File: src/hrp_pkg.sv
package hrp_pkg;

  typedef enum logic [2:0] {
    PH_METHOD,
    PH_SKIP,
    PH_PATH,
    PH_REST,
    PH_HEADER,
    PH_DONE
  } phase_t;

  typedef enum logic [1:0] {
    KIND_UNKNOWN,
    KIND_GET,
    KIND_POST
  } kind_t;

  typedef enum logic [2:0] {
    V_OK,
    V_BAD_REQUEST,
    V_NOT_ALLOWED,
    V_URI_TOO_LONG,
    V_TOO_LARGE,
    V_ABORT
  } verdict_t;

  typedef enum logic [2:0] {
    CT_HTML,
    CT_JPEG,
    CT_PNG,
    CT_GIF,
    CT_ICON,
    CT_UNKNOWN
  } ctype_t;

  localparam logic [7:0] CH_CR    = 8'h0D;
  localparam logic [7:0] CH_SPACE = 8'h20;
  localparam logic [7:0] CH_COLON = 8'h3A;
  localparam logic [7:0] CH_QMARK = 8'h3F;
  localparam logic [7:0] CH_DOT   = 8'h2E;

  localparam logic [31:0] TOK_GET  = 32'h0047_4554;
  localparam logic [31:0] TOK_POST = 32'h504F_5354;

  localparam logic [39:0] EXT_HTM  = 40'h00_2E68_746D;
  localparam logic [39:0] EXT_HTML = 40'h2E_6874_6D6C;
  localparam logic [39:0] EXT_JPG  = 40'h00_2E6A_7067;
  localparam logic [39:0] EXT_JPEG = 40'h2E_6A70_6567;
  localparam logic [39:0] EXT_PNG  = 40'h00_2E70_6E67;
  localparam logic [39:0] EXT_GIF  = 40'h00_2E67_6966;
  localparam logic [39:0] EXT_ICO  = 40'h00_2E69_636F;

  localparam int DEFAULT_NAME_LEN = 10;
  localparam logic [15:0] LINE_LIMIT_RESET = 16'd5840;

  localparam int JOBQ_DEPTH = 2;
  localparam int OUTQ_DEPTH = 3;
  localparam int OQ_PW      = $clog2(OUTQ_DEPTH);
  localparam int OQ_CW      = $clog2(OUTQ_DEPTH + 1);

  typedef struct packed {
    logic     is_name;
    verdict_t verdict;
    ctype_t   ctype;
    logic     use_default;
    logic     bank;
  } job_t;

  typedef struct packed {
    logic       en;
    logic       bank;
    logic [7:0] data;
  } name_wr_t;

  typedef struct packed {
    logic en;
    logic bank;
  } bank_rel_t;

  typedef struct packed {
    verdict_t   verdict;
    ctype_t     ctype;
    logic [7:0] name_char;
    logic       char_valid;
    logic       last;
  } result_t;

  function automatic ctype_t classify(input logic dot_seen, input logic [2:0] ext_len,
                                      input logic [39:0] tok);
    ctype_t ct;
    ct = CT_UNKNOWN;
    if (dot_seen && ext_len == 3'd4) begin
      if (tok == EXT_HTM) ct = CT_HTML;
      else if (tok == EXT_JPG) ct = CT_JPEG;
      else if (tok == EXT_PNG) ct = CT_PNG;
      else if (tok == EXT_GIF) ct = CT_GIF;
      else if (tok == EXT_ICO) ct = CT_ICON;
    end else if (dot_seen && ext_len == 3'd5) begin
      if (tok == EXT_HTML) ct = CT_HTML;
      else if (tok == EXT_JPEG) ct = CT_JPEG;
    end
    return ct;
  endfunction

  function automatic logic [7:0] default_char(input logic [3:0] idx);
    logic [7:0] c;
    case (idx)
      4'd0:    c = 8'h69;
      4'd1:    c = 8'h6E;
      4'd2:    c = 8'h64;
      4'd3:    c = 8'h65;
      4'd4:    c = 8'h78;
      4'd5:    c = 8'h2E;
      4'd6:    c = 8'h68;
      4'd7:    c = 8'h74;
      4'd8:    c = 8'h6D;
      4'd9:    c = 8'h6C;
      default: c = 8'h00;
    endcase
    return c;
  endfunction

endpackage

File: src/hrp_front.sv
module hrp_front
  import hrp_pkg::*;
#(
  parameter int NAME_BYTES = 30,
  localparam int LEN_W = $clog2(NAME_BYTES)
) (
  input  logic             clk,
  input  logic             rst,
  input  logic             cfg_valid,
  input  logic [15:0]      cfg_data,
  input  logic             push,
  input  logic [7:0]       data_byte,
  input  logic             stream_end,
  output logic             full,
  input  logic             jq_full,
  output logic             job_push,
  output job_t             job,
  output logic [LEN_W-1:0] job_len,
  output name_wr_t         wr,
  output logic [LEN_W-1:0] wr_idx,
  input  bank_rel_t        bank_rel
);

  phase_t phase, phase_next;

  logic [15:0]      line_limit, line_limit_next;
  logic [31:0]      method_token, method_token_next;
  logic [2:0]       method_count, method_count_next;
  kind_t            method_kind, method_kind_next;
  logic [LEN_W-1:0] name_length, name_length_next;
  logic [15:0]      line_length, line_length_next;
  logic             colon, colon_next;
  logic             cut, cut_next;
  logic             too_long, too_long_next;
  logic             skip_next, skip_next_next;
  logic             dot_seen, dot_seen_next;
  logic [2:0]       ext_len, ext_len_next;
  logic [39:0]      ext_token, ext_token_next;
  logic             use_default, use_default_next;
  logic             bank, bank_next;
  logic [1:0]       busy, busy_next;

  logic        accept;
  logic [15:0] line_inc;

  // the path writes into the current name bank, which must be free of emission
  assign full   = (jq_full && phase != PH_DONE) || (phase == PH_PATH && busy[bank]);
  assign accept = push && !full;
  assign line_inc = (line_length != 16'hFFFF) ? line_length + 16'd1 : line_length;

  always_ff @(posedge clk) begin
    if (rst) begin
      phase <= PH_METHOD;
    end else begin
      phase <= phase_next;
    end
  end

  always_comb begin
    phase_next        = phase;
    line_limit_next   = line_limit;
    method_token_next = method_token;
    method_count_next = method_count;
    method_kind_next  = method_kind;
    name_length_next  = name_length;
    line_length_next  = line_length;
    colon_next        = colon;
    cut_next          = cut;
    too_long_next     = too_long;
    skip_next_next    = skip_next;
    dot_seen_next     = dot_seen;
    ext_len_next      = ext_len;
    ext_token_next    = ext_token;
    use_default_next  = use_default;
    bank_next         = bank;
    busy_next         = busy;

    job_push         = 1'b0;
    job.is_name      = 1'b0;
    job.verdict      = V_ABORT;
    job.ctype        = CT_HTML;
    job.use_default  = use_default;
    job.bank         = bank;
    job_len          = name_length;
    wr.en            = 1'b0;
    wr.bank          = bank;
    wr.data          = data_byte;
    wr_idx           = name_length;

    if (bank_rel.en) busy_next[bank_rel.bank] = 1'b0;
    if (cfg_valid) line_limit_next = cfg_data;

    if (accept) begin
      if (stream_end) begin
        case (phase)
          PH_METHOD, PH_SKIP, PH_PATH, PH_REST: begin
            job_push    = 1'b1;
            job.verdict = V_ABORT;
          end
          PH_HEADER: begin
            job_push    = 1'b1;
            job.verdict = V_TOO_LARGE;
          end
          default: ;
        endcase
        // rearm for the next request
        phase_next        = PH_METHOD;
        method_token_next = '0;
        method_count_next = '0;
        method_kind_next  = KIND_UNKNOWN;
        name_length_next  = '0;
        line_length_next  = '0;
        colon_next        = 1'b0;
        cut_next          = 1'b0;
        too_long_next     = 1'b0;
        skip_next_next    = 1'b0;
        dot_seen_next     = 1'b0;
        ext_len_next      = '0;
        ext_token_next    = '0;
        use_default_next  = 1'b0;
      end else if (phase != PH_DONE) begin
        if (skip_next) begin
          skip_next_next = 1'b0;
        end else if (data_byte == CH_CR) begin
          skip_next_next   = 1'b1;
          line_length_next = '0;
          case (phase)
            PH_REST: begin
              if (method_kind == KIND_UNKNOWN) begin
                job_push    = 1'b1;
                job.verdict = V_NOT_ALLOWED;
                phase_next  = PH_DONE;
              end else if (method_kind == KIND_GET && too_long) begin
                job_push    = 1'b1;
                job.verdict = V_URI_TOO_LONG;
                phase_next  = PH_DONE;
              end else begin
                colon_next    = 1'b0;
                cut_next      = 1'b0;
                too_long_next = 1'b0;
                phase_next    = PH_HEADER;
              end
            end
            PH_HEADER: begin
              if (line_length == 16'd0) begin
                job_push   = 1'b1;
                phase_next = PH_DONE;
                if (method_kind == KIND_GET) begin
                  job.is_name     = 1'b1;
                  job.verdict     = V_OK;
                  job.ctype       = classify(dot_seen, ext_len, ext_token);
                  bank_next       = ~bank;
                  busy_next[bank] = 1'b1;
                end else begin
                  job.verdict = V_NOT_ALLOWED;
                end
              end else if (!colon) begin
                job_push    = 1'b1;
                job.verdict = V_BAD_REQUEST;
                phase_next  = PH_DONE;
              end else begin
                colon_next = 1'b0;
              end
            end
            default: begin
              job_push    = 1'b1;
              job.verdict = V_ABORT;
              phase_next  = PH_DONE;
            end
          endcase
        end else begin
          line_length_next = line_inc;
          if (line_inc >= line_limit) begin
            job_push    = 1'b1;
            job.verdict = (phase == PH_HEADER) ? V_TOO_LARGE : V_ABORT;
            phase_next  = PH_DONE;
          end else begin
            case (phase)
              PH_METHOD: begin
                if (data_byte == CH_SPACE) begin
                  if (method_count == 3'd3 && method_token == TOK_GET) begin
                    method_kind_next = KIND_GET;
                    phase_next       = PH_SKIP;
                  end else if (method_count == 3'd4 && method_token == TOK_POST) begin
                    method_kind_next = KIND_POST;
                    phase_next       = PH_REST;
                  end else begin
                    method_kind_next = KIND_UNKNOWN;
                    phase_next       = PH_REST;
                  end
                end else begin
                  method_token_next = {method_token[23:0], data_byte};
                  if (method_count != 3'd6) method_count_next = method_count + 3'd1;
                end
              end
              PH_SKIP: begin
                phase_next = PH_PATH;
              end
              PH_PATH: begin
                if (data_byte == CH_SPACE) begin
                  if (name_length == '0 && !too_long) begin
                    use_default_next = 1'b1;
                    name_length_next = LEN_W'(DEFAULT_NAME_LEN);
                    dot_seen_next    = 1'b1;
                    ext_len_next     = 3'd5;
                    ext_token_next   = EXT_HTML;
                  end
                  phase_next = PH_REST;
                end else if (data_byte == CH_QMARK) begin
                  cut_next = 1'b1;
                end else if (!cut) begin
                  if (name_length < LEN_W'(NAME_BYTES - 1)) begin
                    wr.en            = 1'b1;
                    name_length_next = name_length + 1'b1;
                    // extension runs from the first dot to the end of the name
                    if (!dot_seen && data_byte == CH_DOT) begin
                      dot_seen_next  = 1'b1;
                      ext_len_next   = 3'd1;
                      ext_token_next = {32'd0, data_byte};
                    end else if (dot_seen) begin
                      if (ext_len != 3'd6) ext_len_next = ext_len + 3'd1;
                      ext_token_next = {ext_token[31:0], data_byte};
                    end
                  end else begin
                    too_long_next = 1'b1;
                  end
                end
              end
              PH_HEADER: begin
                if (data_byte == CH_COLON) colon_next = 1'b1;
              end
              default: ;
            endcase
          end
        end
      end
    end
  end

  always_ff @(posedge clk) begin
    if (rst) begin
      line_limit   <= LINE_LIMIT_RESET;
      method_token <= '0;
      method_count <= '0;
      method_kind  <= KIND_UNKNOWN;
      name_length  <= '0;
      line_length  <= '0;
      colon        <= 1'b0;
      cut          <= 1'b0;
      too_long     <= 1'b0;
      skip_next    <= 1'b0;
      dot_seen     <= 1'b0;
      ext_len      <= '0;
      ext_token    <= '0;
      use_default  <= 1'b0;
      bank         <= 1'b0;
      busy         <= '0;
    end else begin
      line_limit   <= line_limit_next;
      method_token <= method_token_next;
      method_count <= method_count_next;
      method_kind  <= method_kind_next;
      name_length  <= name_length_next;
      line_length  <= line_length_next;
      colon        <= colon_next;
      cut          <= cut_next;
      too_long     <= too_long_next;
      skip_next    <= skip_next_next;
      dot_seen     <= dot_seen_next;
      ext_len      <= ext_len_next;
      ext_token    <= ext_token_next;
      use_default  <= use_default_next;
      bank         <= bank_next;
      busy         <= busy_next;
    end
  end

endmodule

File: src/hrp_job_q.sv
module hrp_job_q
  import hrp_pkg::*;
#(
  parameter int LEN_W = 5
) (
  input  logic             clk,
  input  logic             rst,
  input  logic             wr_en,
  input  job_t             wr_job,
  input  logic [LEN_W-1:0] wr_len,
  input  logic             rd_en,
  output job_t             rd_job,
  output logic [LEN_W-1:0] rd_len,
  output logic             q_full,
  output logic             q_empty
);

  localparam int PW = $clog2(JOBQ_DEPTH);
  localparam int CW = $clog2(JOBQ_DEPTH + 1);

  job_t             jobs [JOBQ_DEPTH];
  logic [LEN_W-1:0] lens [JOBQ_DEPTH];
  logic [PW-1:0]    wr_ptr, rd_ptr;
  logic [CW-1:0]    count;

  assign q_full  = (count == CW'(JOBQ_DEPTH));
  assign q_empty = (count == '0);
  assign rd_job  = jobs[rd_ptr];
  assign rd_len  = lens[rd_ptr];

  always_ff @(posedge clk) begin
    if (wr_en) begin
      jobs[wr_ptr] <= wr_job;
      lens[wr_ptr] <= wr_len;
    end
  end

  always_ff @(posedge clk) begin
    if (rst) begin
      wr_ptr <= '0;
      rd_ptr <= '0;
      count  <= '0;
    end else begin
      if (wr_en) wr_ptr <= (wr_ptr == PW'(JOBQ_DEPTH - 1)) ? '0 : wr_ptr + 1'b1;
      if (rd_en) rd_ptr <= (rd_ptr == PW'(JOBQ_DEPTH - 1)) ? '0 : rd_ptr + 1'b1;
      case ({wr_en, rd_en})
        2'b10:   count <= count + 1'b1;
        2'b01:   count <= count - 1'b1;
        default: count <= count;
      endcase
    end
  end

endmodule

File: src/hrp_back.sv
module hrp_back
  import hrp_pkg::*;
#(
  parameter int NAME_BYTES = 30,
  localparam int LEN_W = $clog2(NAME_BYTES)
) (
  input  logic             clk,
  input  logic             rst,
  input  name_wr_t         wr,
  input  logic [LEN_W-1:0] wr_idx,
  input  job_t             hj,
  input  logic [LEN_W-1:0] hlen,
  input  logic             jq_empty,
  output logic             jq_pop,
  output bank_rel_t        bank_rel,
  output result_t          res,
  output logic             empty,
  input  logic             pop
);

  // two name banks so the front can fill one while the other is emitted
  logic [7:0] name_mem [2][NAME_BYTES];
  logic [7:0] mem_rd;

  logic [LEN_W-1:0] k;
  logic             s1_valid;
  logic             s1_from_mem;
  result_t          s1_res;
  result_t          issue_res;
  result_t          fill_res;

  result_t          outq [OUTQ_DEPTH];
  logic [OQ_PW-1:0] oq_wr, oq_rd;
  logic [OQ_CW-1:0] oq_count;

  logic issue, is_last, space, oq_pop;

  function automatic logic [OQ_PW-1:0] oq_inc(input logic [OQ_PW-1:0] p);
    return (p == OQ_PW'(OUTQ_DEPTH - 1)) ? '0 : p + 1'b1;
  endfunction

  // room is counted with the transaction still in the read stage
  assign space   = ({1'b0, oq_count} + {{OQ_CW{1'b0}}, s1_valid}) < (OQ_CW + 1)'(OUTQ_DEPTH);
  assign issue   = !jq_empty && space;
  assign is_last = !hj.is_name || (k == hlen - 1'b1);
  assign jq_pop  = issue && is_last;
  assign bank_rel.en   = jq_pop && hj.is_name;
  assign bank_rel.bank = hj.bank;

  always_comb begin
    issue_res.verdict    = hj.verdict;
    issue_res.ctype      = hj.is_name ? hj.ctype : CT_HTML;
    issue_res.name_char  = (hj.is_name && hj.use_default) ? default_char(k[3:0]) : 8'h00;
    issue_res.char_valid = hj.is_name;
    issue_res.last       = is_last;
    fill_res             = s1_res;
    if (s1_from_mem) fill_res.name_char = mem_rd;
  end

  always_ff @(posedge clk) begin
    if (wr.en) name_mem[wr.bank][wr_idx] <= wr.data;
    if (issue) mem_rd <= name_mem[hj.bank][k];
  end

  always_ff @(posedge clk) begin
    if (issue) begin
      s1_res      <= issue_res;
      s1_from_mem <= hj.is_name && !hj.use_default;
    end
    if (s1_valid) outq[oq_wr] <= fill_res;
  end

  assign empty  = (oq_count == '0);
  assign res    = outq[oq_rd];
  assign oq_pop = pop && !empty;

  always_ff @(posedge clk) begin
    if (rst) begin
      k        <= '0;
      s1_valid <= 1'b0;
      oq_wr    <= '0;
      oq_rd    <= '0;
      oq_count <= '0;
    end else begin
      if (jq_pop) k <= '0;
      else if (issue) k <= k + 1'b1;
      s1_valid <= issue;
      if (s1_valid) oq_wr <= oq_inc(oq_wr);
      if (oq_pop) oq_rd <= oq_inc(oq_rd);
      case ({s1_valid, oq_pop})
        2'b10:   oq_count <= oq_count + 1'b1;
        2'b01:   oq_count <= oq_count - 1'b1;
        default: oq_count <= oq_count;
      endcase
    end
  end

endmodule

File: src/http_request_header_parser_unit.sv
// channel   direction  handshake            payload
// request   in         push / full          data_byte, stream_end
// result    out        pop / empty          verdict, content_type, name_char, char_valid, last
// config    in         cfg_valid / cfg_ready  cfg_data (line limit)
//
// one request byte is taken every cycle while full is low; the parser state is updated per byte
// a queued job passes through the read stage into the output queue, one result per
// cycle while there is room; name bytes are read from a two-bank name store, one read port
// the input stalls only while the job queue is full, or while a path would be
// written into a name bank whose emission has not finished
// rst is synchronous and clears all control state; line limit returns to 5840
module http_request_header_parser_unit
  import hrp_pkg::*;
#(
  parameter int NAME_BYTES = 30
) (
  input  logic        clk,
  input  logic        rst,
  input  logic        push,
  output logic        full,
  input  logic [7:0]  data_byte,
  input  logic        stream_end,
  output logic        empty,
  input  logic        pop,
  output logic [2:0]  verdict,
  output logic [2:0]  content_type,
  output logic [7:0]  name_char,
  output logic        char_valid,
  output logic        last,
  input  logic        cfg_valid,
  output logic        cfg_ready,
  input  logic [15:0] cfg_data
);

  localparam int LEN_W = $clog2(NAME_BYTES);

  logic             job_push, jq_full, jq_empty, jq_pop;
  job_t             job, hj;
  logic [LEN_W-1:0] job_len, hlen, wr_idx;
  name_wr_t         wr;
  bank_rel_t        bank_rel;
  result_t          res;

  assign cfg_ready = 1'b1;

  hrp_front #(.NAME_BYTES(NAME_BYTES)) u_front (
    .clk        (clk),
    .rst        (rst),
    .cfg_valid  (cfg_valid),
    .cfg_data   (cfg_data),
    .push       (push),
    .data_byte  (data_byte),
    .stream_end (stream_end),
    .full       (full),
    .jq_full    (jq_full),
    .job_push   (job_push),
    .job        (job),
    .job_len    (job_len),
    .wr         (wr),
    .wr_idx     (wr_idx),
    .bank_rel   (bank_rel)
  );

  hrp_job_q #(.LEN_W(LEN_W)) u_job_q (
    .clk     (clk),
    .rst     (rst),
    .wr_en   (job_push),
    .wr_job  (job),
    .wr_len  (job_len),
    .rd_en   (jq_pop),
    .rd_job  (hj),
    .rd_len  (hlen),
    .q_full  (jq_full),
    .q_empty (jq_empty)
  );

  hrp_back #(.NAME_BYTES(NAME_BYTES)) u_back (
    .clk      (clk),
    .rst      (rst),
    .wr       (wr),
    .wr_idx   (wr_idx),
    .hj       (hj),
    .hlen     (hlen),
    .jq_empty (jq_empty),
    .jq_pop   (jq_pop),
    .bank_rel (bank_rel),
    .res      (res),
    .empty    (empty),
    .pop      (pop)
  );

  assign verdict      = res.verdict;
  assign content_type = res.ctype;
  assign name_char    = res.name_char;
  assign char_valid   = res.char_valid;
  assign last         = res.last;

  a_push_room: assert property (@(posedge clk) disable iff (rst) job_push |-> !jq_full)
    else $error("job queued while job queue full");

  a_pop_held: assert property (@(posedge clk) disable iff (rst) jq_pop |-> !jq_empty)
    else $error("job retired from empty queue");

  a_rel_on_pop: assert property (@(posedge clk) disable iff (rst) bank_rel.en |-> jq_pop)
    else $error("name bank released without retiring its job");

  a_wr_on_accept: assert property (@(posedge clk) disable iff (rst)
    wr.en |-> (push && !full && !stream_end))
    else $error("name store written without an accepted byte");

endmodule

File: config.mk
export PLATFORM = sky130hd
export DESIGN_NAME = http_request_header_parser_unit
export DESIGN_NICKNAME = d
export VERILOG_FILES = /design/src/hrp_pkg.sv /design/src/hrp_front.sv /design/src/hrp_job_q.sv /design/src/hrp_back.sv /design/src/http_request_header_parser_unit.sv
export SDC_FILE = /design/constraint.sdc
export NUM_CORES = 1
export LEC_CHECK = 0
export BUFFER_PORTS_ARGS = -buffer_cell sky130_fd_sc_hd__clkbuf_2
export CAP_MARGIN = 20
export CORE_UTILIZATION = 45
export DETAILED_ROUTE_END_ITERATION = 7
export GPL_TIMING_DRIVEN = 0
export PLACE_DENSITY_LB_ADDON = 0.12
export SLEW_MARGIN = 10
export SYNTH_ARGS = -nofsm -noshare
export SYNTH_HDL_FRONTEND = slang
export SYNTH_SLANG_ARGS = --single-unit
File: constraint.sdc
create_clock -name clk -period 6.62 [get_ports clk]
set_input_delay 1.324 -clock clk [delete_from_list [all_inputs] [get_ports clk]]
set_output_delay 1.324 -clock clk [all_outputs]
set_load 0.03 [all_outputs]
==> flow_metrics.py <==
metrics = {
    "run_status": {
        "status": "finished clean",
    },
    "floorplanning": {
        "die_x_um": 263,
        "pin_count": 49,
        "start_util_pct": 45.5,
        "die_area_um2": 69000,
        "num_rows": 95,
        "die_y_um": 263,
        "coreArea_um2": 67200,
    },
    "pwr": {
        "p_int_w": 0.00821,
        "switching_power_w": 0.00298,
        "power_density_nw_per_um2": 323,
        "total_power_w": 0.0112,
        "power.share.switching_pct": 26.6,
        "clock_power_share_pct": 37.4,
        "pwr-share-comb_pct": 15.8,
        "ir_worst_vdd_mv": 0.194,
        "leakagePower_nw": 11.3,
        "seqPwrFrac_pct": 46.9,
    },
    "layout": {
        "final_common_cell": "edfxtp_1",
        "fillers": 5596,
        "multi_input_area_um2": 9510,
        "drive_gt1_share_pct": 16.8,
        "area_delta_synth_final_pct": 13.2,
        "layout_common_cells": "edfxtp_1 (580), nand2_1 (180), dfxtp_1 (148)",
        "nets": 2318,
        "seqCellArea_um2": 20400,
    },
    "global_route": {
        "grt_pass1_wl_um": 119000,
        "globalRouteOverflowTotal": 0,
        "grt_pass1_vias": 18500,
        "grtUsageMet2_pct": 35.4,
        "grt_max_degree": 69,
        "met1_usage_pct": 33.8,
        "top_usage_layer": "met2",
        "grt.total_usage_pct": 23.0,
        "grt_use_met3_pct": 3.34,
        "antenna_found_initial": 2,
    },
    "critical_path": {
        "rrSetupSlack_ns": 0.63,
        "cp-start-kind": "flip-flop",
        "cp_top_family": "simple AND/OR/NAND/NOR gates",
        "r2r-start": "u_front.line_length[3]",
        "path_cells": "clkbuf_1 > and4_1 > clkbuf_1 > nand4b_1 > o21ai_1 > nor2_1 > xor2_1 > ha_1 > a41o_1 > a21oi_1 > o32a_1 > and4_1 > buf_2 > nand3_1 > nor2_1",
        "slowest_stage": "nor2_1",
        "r2r-end": "u_back.name_mem[1][171]",
        "crit_buf_inv": 3,
        "path_class": "reg2reg",
        "cp_data_arrival_time_ns": 6.22,
        "startpoint": "u_front.line_length[3]",
        "cp_max_fo": 9,
        "cp-end-kind": "flip-flop",
        "cp.depth": 15,
        "crit_end": "u_back.name_mem[1][171]",
        "crit_path_max_incr_delay_ns": 0.99,
        "required_ns": 6.85,
        "r2r_cells": 15,
    },
    "detailed_routing": {
        "vias_per_cell": 5.93,
        "drt_pass1_iterations": 6,
        "drc": 0,
        "vias": 18900,
        "wirelength_um": 79400,
        "wl_per_cell_um": 24.9,
        "drt_iter0_drc": 1851,
        "antenna_left": 0,
    },
    "placed_design": {
        "portBuffers": 45,
        "dp_hpwl_um": 54300,
        "gp_congestion": 0.901,
    },
    "sta": {
        "period_share_pct": 90.5,
        "setup_violations": 0,
        "clock_skew_ns": 0.0270,
        "tightest_slew_ns": 1.03,
        "timing.final.max_slew_violations": 0,
        "finalSetupTns_ns": 0,
        "max_freq_mhz": 167,
        "slew_headroom_pct": 30.8,
        "rsz0062_at_grt": "false",
        "min_period_ns": 5.99,
        "hold_viol": 0,
    },
    "cts": {
        "clk_pin_slew_ns": 0.06,
        "htreeDepth": 3,
        "root_buffer": "clkbuf_16",
        "cts_setup_buffers": 0,
        "ctsResizeCount": 0,
        "clk_latency_ns": 0.62,
        "clock-sinks": 728,
        "cts-hold-fix-buffers": 0,
        "cts_tree": "done",
        "cts.path.max_buffers": 3,
        "cts_inserted_buffers": 77,
    },
    "hold_path": {
        "hold_class": "reg2reg",
        "min_path_cells": 1,
    },
    "yosys": {
        "synthArstFlopShare_pct": 0,
        "synth.avg_cell_area_um2": 14.5,
        "synth_seq_cells": 728,
        "synth_flop_cell": "edfxtp_1",
        "syn_nets": 2179,
        "syn-instance-count": 2110,
        "synth_warnings": 0,
        "synth-edff-count": 580,
        "yosys.cell_types.count": 98,
        "synth-seq-area-share_pct": 66.7,
        "syn_area_um2": 30600,
    },
    "flow_run": {
        "maxCapViolations": 0,
    },
}
## power by group through the flow
stage | Sequential, W | Clock [W] | Combinational (W)
after global placement | 0.00534 | 0 | 0.00170
after floorplan | 0.00531 | 0 | 0.00114
after CTS | 0.00525 | 0.00426 | 0.00174
final | 0.00524 | 0.00418 | 0.00176
after detailed placement | 0.00534 | 0 | 0.00174
after global routing | 0.00526 | 0.00443 | 0.00189
## metal layers
layer / part of all wire, % / up-vias / wire [um]
li1: - / 8523 / -
met1: 46 / 9649 / 36800
met2: 46 / 611 / 36400
met3: 5.7 / 107 / 4510
met4: 2.1 / 0 / 1690
met5: 0 / - / 0
## sequential cells by signal, summed over array words and instances (netlist names), 3 cells and up, named ones only
signal	cells
u_back.name_mem	480
u_back.outq	48
u_front.ext_token	40
u_front.method_token	32
u_job_q.jobs	18
u_front.line_length	16
u_front.line_limit	16
u_job_q.lens	10
u_back.fill_res	8
u_back.mem_rd	8
u_back.s1_res	7
u_back.k	5
u_front.job_len	5
u_front.ext_len	3
u_front.method_count	3
u_front.phase	3
## final cells by class
type | count | share of cell area [%]
diodes | 1 | 0.00723
plain buffers | 127 | 1.71
clock inverters | 42 | 0.933
clock buffers | 98 | 6.12
repair buffers | 60 | 1.22
inverters | 43 | 0.466
multi-input cells | 1212 | 27.5
flip-flops and latches | 728 | 58.9
well taps | 873 | 3.16
## through the flow
step	worst slack, ns	utilization, %	hold WS, ns	instance area [um^2]	cells
global placement	0.334	47.5	0.451	31900	3028
global route	0.292	51.5	0.489	34600	3183
detailed placement	0.730	47.8	0.458	32100	3040
CTS	0.705	51.4	0.472	34500	3180
finish	0.628	51.5	0.472	34600	3184
floorplan	2.07	-	0.424	30600	2110
## how the worst min path moves through the flow
stage | slack, ns | startpoint | end
after floorplan | 0.42 | u_front.bank | u_job_q.jobs[0][0]
after global placement | 0.45 | u_front.job_len[4] | u_job_q.lens[0][4]
after detailed placement | 0.46 | u_front.method_token[25] | u_front.method_token[25]
after CTS | 0.47 | u_front.method_token[24] | u_front.method_token[24]
after global routing | 0.49 | u_front.bank | u_job_q.jobs[0][0]
final | 0.47 | u_front.method_token[24] | u_front.method_token[24]
## kinds of logic (layout without fill, tap and decap cells)
group                      Yosys count  in the layout  synth area share (%)
DFF                                728            728                  66.7
and+or+nand+nor                    576            576                  9.29
AOI/OAI and AO/OA                  372            372                  9.22
muxes                              198            198                  9.99
buffers and inverters              170            370                  2.46
adders and majority gates           39             39                  1.60
xor gates and xnor gates            26             26                 0.745
other                                1              2                0.0123
## cell usage after synthesis, types with 36 or more instances
cell / count / area (um^2)
mux4_2: 84 / 1890
edfxtp_1: 580 / 17400
ha_1: 39 / 488
dfxtp_1: 148 / 2960
nor2_1: 142 / 533
o21ai_0: 50 / 250
nand3_1: 36 / 180
inv_1: 38 / 143
a21oi_1: 63 / 315
nor3_1: 61 / 305
clkbuf_1: 66 / 248
a22o_1: 43 / 377
mux2i_1: 99 / 991
nand2_1: 180 / 676
No activity file was read; power rests on OpenSTA's default activity.
